`config.mk`:
```
export PLATFORM = sky130hd
export DESIGN_NAME = uf2bsc_check
export DESIGN_NICKNAME = d
export VERILOG_FILES = /design/src/rtl/uf2bsc_pkg.sv /design/src/rtl/uf2bsc_check.sv
export SDC_FILE = /design/constraint.sdc
export NUM_CORES = 1
export LEC_CHECK = 0
export BUFFER_PORTS_ARGS = -buffer_cell sky130_fd_sc_hd__buf_2
export CORE_AREA = 4 4 278 280
export DETAILED_ROUTE_END_ITERATION = 10
export DIE_AREA = 0 0 282 284
export PLACE_DENSITY = 0.46
export SLEW_MARGIN = 15
export SYNTH_ARGS = -nofsm -noshare
export SYNTH_HDL_FRONTEND = slang
export SYNTH_SLANG_ARGS = --single-unit
export TNS_END_PERCENT = 50
```
`constraint.sdc`:
```
create_clock -name vclk -period 7.7
set_input_delay 0.385 -clock vclk [all_inputs]
set_output_delay 0.385 -clock vclk [all_outputs]
set_load 0.005 [all_outputs]
```
`src/rtl/uf2bsc_pkg.sv`:
```
package uf2bsc_pkg;

   // Block geometry.
   localparam int PAGE_BYTES = 256;
   localparam int PAGE_SHIFT = $clog2(PAGE_BYTES);
   localparam int INDEX_BITS = 16;
   localparam int ADDR_PAGE_BITS = 32 - PAGE_SHIFT;

   // Header constants.
   localparam logic [31:0] MAGIC_A     = 32'h0A32_4655;
   localparam logic [31:0] MAGIC_B     = 32'h9E5D_5157;
   localparam logic [31:0] MAGIC_Z     = 32'h0AB1_6F30;
   localparam logic [31:0] FLAG_FAMILY = 32'h0000_2000;

   // Configuration register indexes.
   localparam logic [2:0] REG_OTA_MODE     = 3'd0;
   localparam logic [2:0] REG_FAMILY_ID    = 3'd1;
   localparam logic [2:0] REG_FLASH_START  = 3'd2;
   localparam logic [2:0] REG_BOOT_RESERVE = 3'd3;
   localparam logic [2:0] REG_FLASH_SIZE   = 3'd4;

   // Configuration reset values.
   localparam logic [31:0] FAMILY_ID_RESET    = 32'hE48B_FF56;
   localparam logic [31:0] FLASH_START_RESET  = 32'h1000_0000;
   localparam logic [24:0] BOOT_RESERVE_RESET = 25'h000_4000;
   localparam logic [24:0] FLASH_SIZE_RESET   = 25'h100_0000;

   // Status codes.
   localparam logic [3:0] ST_OK       = 4'd0;
   localparam logic [3:0] ST_MAGIC_A  = 4'd1;
   localparam logic [3:0] ST_MAGIC_B  = 4'd2;
   localparam logic [3:0] ST_MAGIC_Z  = 4'd3;
   localparam logic [3:0] ST_FLAGS    = 4'd4;
   localparam logic [3:0] ST_FAMILY   = 4'd5;
   localparam logic [3:0] ST_SIZE     = 4'd6;
   localparam logic [3:0] ST_ALIGN    = 4'd7;
   localparam logic [3:0] ST_RANGE    = 4'd8;
   localparam logic [3:0] ST_NUMBER   = 4'd9;
   localparam logic [3:0] ST_COUNT    = 4'd10;
   localparam logic [3:0] ST_ORDER    = 4'd11;
   localparam logic [3:0] ST_GAP      = 4'd12;
   localparam logic [3:0] ST_SHORT    = 4'd13;

   typedef struct packed {
      logic [31:0] magic_first;
      logic [31:0] magic_second;
      logic [31:0] magic_final;
      logic [31:0] flags_word;
      logic [31:0] family_word;
      logic [31:0] payload_bytes;
      logic [31:0] target_address;
      logic [31:0] block_number;
      logic [31:0] block_count;
      logic        last_in_file;
   } header_type;

   typedef struct packed {
      logic        ota_mode;
      logic [31:0] family_id;
      logic [31:0] flash_start;
      logic [24:0] boot_reserve;
      logic [24:0] flash_size;
   } cfg_type;

   typedef struct packed {
      logic        awaiting_first;
      logic [31:0] next_block_number;
      logic [31:0] expected_count;
      logic [31:0] next_address;
      logic [31:0] first_address;
   } seq_state_type;

   typedef struct packed {
      logic [3:0]  status;
      logic [31:0] base_address;
      logic [15:0] page_index;
      logic        file_complete;
   } result_type;

endpackage

```
`src/rtl/uf2bsc_check.sv`:
```
module uf2bsc_check
   import uf2bsc_pkg::*;
(
   input  header_type    hdr,
   input  cfg_type       cfg,
   input  seq_state_type state,
   output result_type    result,
   output seq_state_type state_next
);

   logic [3:0]  hdr_status;
   logic [32:0] window_lo;
   logic [32:0] window_hi;
   logic [32:0] target_end;
   logic [31:0] expected_number;
   logic [31:0] first_addr_new;
   logic [31:0] count_new;
   logic [31:0] number_inc;
   logic [31:0] page_offset;
   logic [ADDR_PAGE_BITS-1:0] page_full;
   logic [ADDR_PAGE_BITS-1:0] index_mask;

   // Flash window bounds, kept one bit wider so they never wrap.
   assign window_lo  = {1'b0, cfg.flash_start}
                     + (cfg.ota_mode ? {8'd0, cfg.boot_reserve} : 33'd0);
   assign window_hi  = {1'b0, cfg.flash_start} + {8'd0, cfg.flash_size};
   assign target_end = {1'b0, hdr.target_address} + 33'(PAGE_BYTES);

   assign expected_number = state.awaiting_first ? 32'd0 : state.next_block_number;
   assign number_inc      = hdr.block_number + 32'd1;
   assign index_mask      = ADDR_PAGE_BITS'((64'd1 << INDEX_BITS) - 64'd1);

   // Header checks in file order; the first failure wins.
   always_comb begin
      priority if (hdr.magic_first != MAGIC_A) begin
         hdr_status = ST_MAGIC_A;
      end else if (hdr.magic_second != MAGIC_B) begin
         hdr_status = ST_MAGIC_B;
      end else if (hdr.magic_final != MAGIC_Z) begin
         hdr_status = ST_MAGIC_Z;
      end else if (hdr.flags_word != FLAG_FAMILY) begin
         hdr_status = ST_FLAGS;
      end else if (hdr.family_word != cfg.family_id) begin
         hdr_status = ST_FAMILY;
      end else if (hdr.payload_bytes != 32'(PAGE_BYTES)) begin
         hdr_status = ST_SIZE;
      end else if (hdr.target_address[PAGE_SHIFT-1:0] != '0) begin
         hdr_status = ST_ALIGN;
      end else if (({1'b0, hdr.target_address} < window_lo) || (target_end > window_hi)) begin
         hdr_status = ST_RANGE;
      end else if (hdr.block_number >= hdr.block_count) begin
         hdr_status = ST_NUMBER;
      end else if (!state.awaiting_first && (hdr.block_count != state.expected_count)) begin
         hdr_status = ST_COUNT;
      end else begin
         hdr_status = ST_OK;
      end
   end

   // A first block sets the file's base and count.
   assign first_addr_new = state.awaiting_first ? hdr.target_address : state.first_address;
   assign count_new      = state.awaiting_first ? hdr.block_count : state.expected_count;
   assign page_offset    = hdr.target_address - first_addr_new;
   assign page_full      = page_offset[31:PAGE_SHIFT] & index_mask;

   // Sequence checks and the state update.
   always_comb begin
      result.status        = hdr_status;
      result.base_address  = state.first_address;
      result.page_index    = '0;
      result.file_complete = 1'b0;
      state_next           = state;

      if ((result.status == ST_OK) && (hdr.block_number != expected_number)) begin
         result.status = ST_ORDER;
      end
      if ((result.status == ST_OK) && !state.awaiting_first
          && (hdr.target_address != state.next_address)) begin
         result.status = ST_GAP;
      end

      if (result.status == ST_OK) begin
         state_next.awaiting_first    = 1'b0;
         state_next.first_address     = first_addr_new;
         state_next.expected_count    = count_new;
         state_next.next_block_number = number_inc;
         state_next.next_address      = hdr.target_address + 32'(PAGE_BYTES);
         result.base_address          = first_addr_new;
         result.page_index            = 16'(page_full);
         if (hdr.last_in_file) begin
            if (number_inc != count_new) begin
               result.status     = ST_SHORT;
               result.page_index = '0;
            end else begin
               result.file_complete = 1'b1;
            end
         end
      end

      // Errors and file ends both go back to waiting for a first block.
      if ((result.status != ST_OK) || hdr.last_in_file) begin
         state_next.awaiting_first    = 1'b1;
         state_next.next_block_number = '0;
      end
   end

endmodule

```
==> metrics.csv <==
stage,metric,value,unit
status,outcome,"finished, final reports clean",
cells_and_area,share of layout cells above drive strength 1,35.7,%
synthesis,Mapped Avg Cell Area,7.15,um^2
synthesis,post-synthesis compound-gate area fraction,17.1,%
synthesis,Simple-Gate Fraction of Synth Area,28.5,%
synthesis,post-synthesis sequential area ratio,0,%
floorplanning,IO Count,715,
floorplanning,die width,282,um
setup_path,WS Path Type,in2out,
placement,hpwl dp,65.0,mm
drt,vias,15037,
drt,DR pass1 iterations,5,
pwr,Leakage,7.75,nW
synthesis,Synth Warn #,0,
hold_path,Hold Crit Class,in2out,
synthesis,xor-xnor portion of the synthesized cell area,19.1,%
setup_path,worst-path fanout max,27,
flow_run,Max Cap Viol,0,
global_route,first-pass GRT wire length,99.4,mm
drt,DR vias/cell,4.62,
global_route,Congestion Overflow GR,0,
drt,wire per inst,22.2,um
synthesis,area share of fa/ha/maj cells after synthesis,18.4,%
cells_and_area,Layout area overhead,37.9,%
global_route,pin count of the biggest net entering global routing,57,
drt,WL final,72.2,mm
synthesis,syn_nets,2349,
timing,Final setup viols,0,
setup_path,crit start category,primary input,
cells_and_area,Seq. cell area,0,um^2
floorplanning,Die Ht,284,um
synthesis,post-synthesis mux area share,10.7,%
cells_and_area,fin util,21.8,%
drt,# DRC,0,
placement,IO buf count,715,
setup_path,Critical Path Sink Type,primary output,
global_route,via count of the first global-routing pass,14657,
cts,Post-CTS Hold Fix Bufs,0,
timing,Min Hold Slack,1.07,ns
cells_and_area,clkbuf count,0,
synthesis,post-synth cell types,73,
synthesis,largest family of logic cells by synthesized area,simple AND/OR/NAND/NOR gates,
floorplanning,Die ar.,80100,um^2
floorplanning,row cnt,100,
cells_and_area,Layout Nets,2987,
timing,final slew viol count,0,
timing,maximum clock frequency,141,MHz
global_route,initial antenna violation count,11,
cells_and_area,Seq cells,0,
synthesis,Syn Inst Count,1644,
timing,RSZ-0062 raised after global routing,no,
timing,Worst Max-Slew Pin Slew,1.01,ns
global_route,GRT Total Usage,16.7,%
floorplanning,core footprint,74400,um^2
timing,Fin. Hold Viols,0,
cells_and_area,Fillers,8553,
drt,number of DRC markers in iteration 0,731,
setup_path,WP data arrival,6.72,ns
timing,final worst-path cycle share,92.3,%
timing,shortest period the worst path allows,7.11,ns
pwr,Max VDD drop,19.0,uV
setup_path,"Req. time, crit path",7.32,ns
synthesis,mapped cell area,11800,um^2
floorplanning,initial core utilization,15.8,%
pwr,P per Cell Area,64.0,nW/um^2
drt,Final ANT Viol Nets,0,
timing,Slew HR,32.1,%
placement,GPL Wtd Cong,0.906,
-- logic make-up after synthesis --
logic type,after synthesis
AO/OA/AOI/OAI,313
XOR/XNOR,256
adder cells (fa/ha/maj),172
multiplexers,117
AND/OR/NAND/NOR,634
buffers and inverters,152
-- cells in the final DEF (no fill, tap or decap), drive strengths merged, types with 14 or more instances in the layout --
master	netlist	routed
a21o	47	47
a21oi	79	79
a31oi	21	21
and2	48	48
and3	17	17
buf	64	731
ha	170	170
inv	57	57
mux2	65	65
mux2i	52	52
nand2	136	136
nand2b	14	14
nand3	41	41
nand4	83	83
nor2	145	145
nor2b	15	15
nor3	45	45
nor4	32	32
o21a	14	14
o21ai	71	71
o32ai	17	17
xnor2	185	185
xor2	71	71
-- cells in the mapped netlist (14+ instances only) --
library cell	number	area share, %
a21o_1	47	3.0
nand4_1	82	4.4
a31oi_1	21	1.1
nor2_1	145	4.6
xnor2_1	185	14
and3_1	17	0.91
o21a_1	14	0.89
xor2_1	71	5.3
inv_1	57	1.8
and2_1	47	2.5
buf_2	20	0.85
a21oi_1	79	3.4
mux2_2	60	5.7
nand2_1	136	4.3
buf_4	33	2.1
nor2b_1	15	0.80
nor3_1	41	1.7
o32ai_1	17	1.3
ha_1	170	18
mux2i_1	52	4.4
o21ai_0	70	3.0
clkbuf_1	30	0.96
nand2b_1	14	0.75
nand3_1	39	1.7
nor4_1	32	1.7
-- per-stage QoR --
step	std cells	TNS, ns	total power [mW]	worst slack [ns]	cell area (um^2)
4_1_cts	3249	0	1.03	0.128	16200
3_3_place_gp	3249	-0.120	1.03	-0.0607	16200
5_1_grt	3254	0	1.14	0.0456	16200
6_report	3257	0	1.04	0.592	16200
2_1_floorplan	1644	0	0.585	1.61	11800
3_5_place_dp	3249	-0.284	1.02	-0.142	16200
-- metal layers --
metal  vias up  wire (um)  track usage, %  part of all wire, %
met2       652      35000            29.7                   48
met4         4       1970            4.02                  2.7
li1       7280          -               -                    -
met1      7038      30600            21.3                   42
met5         -         27               0                0.037
met3        63       4610            2.02                  6.4
-- area by class of cell --
| type | count | area (um^2) | area share [%] |
|---|---|---|---|
| Multi-Input combinational cell | 1492 | 11100 | 68.2 |
| Timing Repair Buffer | 731 | 3700 | 22.8 |
| Tap cell | 969 | 1210 | 7.48 |
| Inverter | 57 | 214 | 1.32 |
| Antenna cell | 8 | 20.0 | 0.124 |
-- worst max-delay path, stage by stage --
cell	delay (ns)
buf_2	0.14
ha_1	0.28
a21o_1	0.10
a21oi_1	0.13
o21a_1	0.23
o31ai_1	0.65
nand4_1	0.21
a31oi_1	0.36
a21oi_1	0.14
o21ai_0	0.34
nor2_1	0.09
xor2_1	0.15
ha_1	0.30
nand4_1	0.17
nor4_1	0.46
nand4_1	0.22
o32ai_1	0.35
o22ai_1	0.15
a41oi_2	0.24
nand3_2	0.15
or4b_4	0.75
buf_4	0.30
o21ai_0	0.23
buf_2	0.18
-- path summary, 6_finish.rpt --
| check | to | cells past startpoint | slack (ns) | startpoint |
|---|---|---|---|---|
| hold / removal | state_next[37] | 3 | 1.07 | state[37] |
| setup / recovery | result[36] | 24 | 0.59 | cfg[51] |
-- report_power, final --
part	total (mW)	switching, mW	internal, mW	leakage [nW]
clock network	0.000000128	0	0.000000128	0.0000507
logic	1.04	0.590	0.447	7.75
registers	0	0	0	0
total	1.04	0.590	0.447	7.75
-- timing repair --
item,CTS,global route
buffers inserted,0,0
resized for setup,1,5
endpoints found under the setup margin,2,92
(Power assumes the default switching activity.)
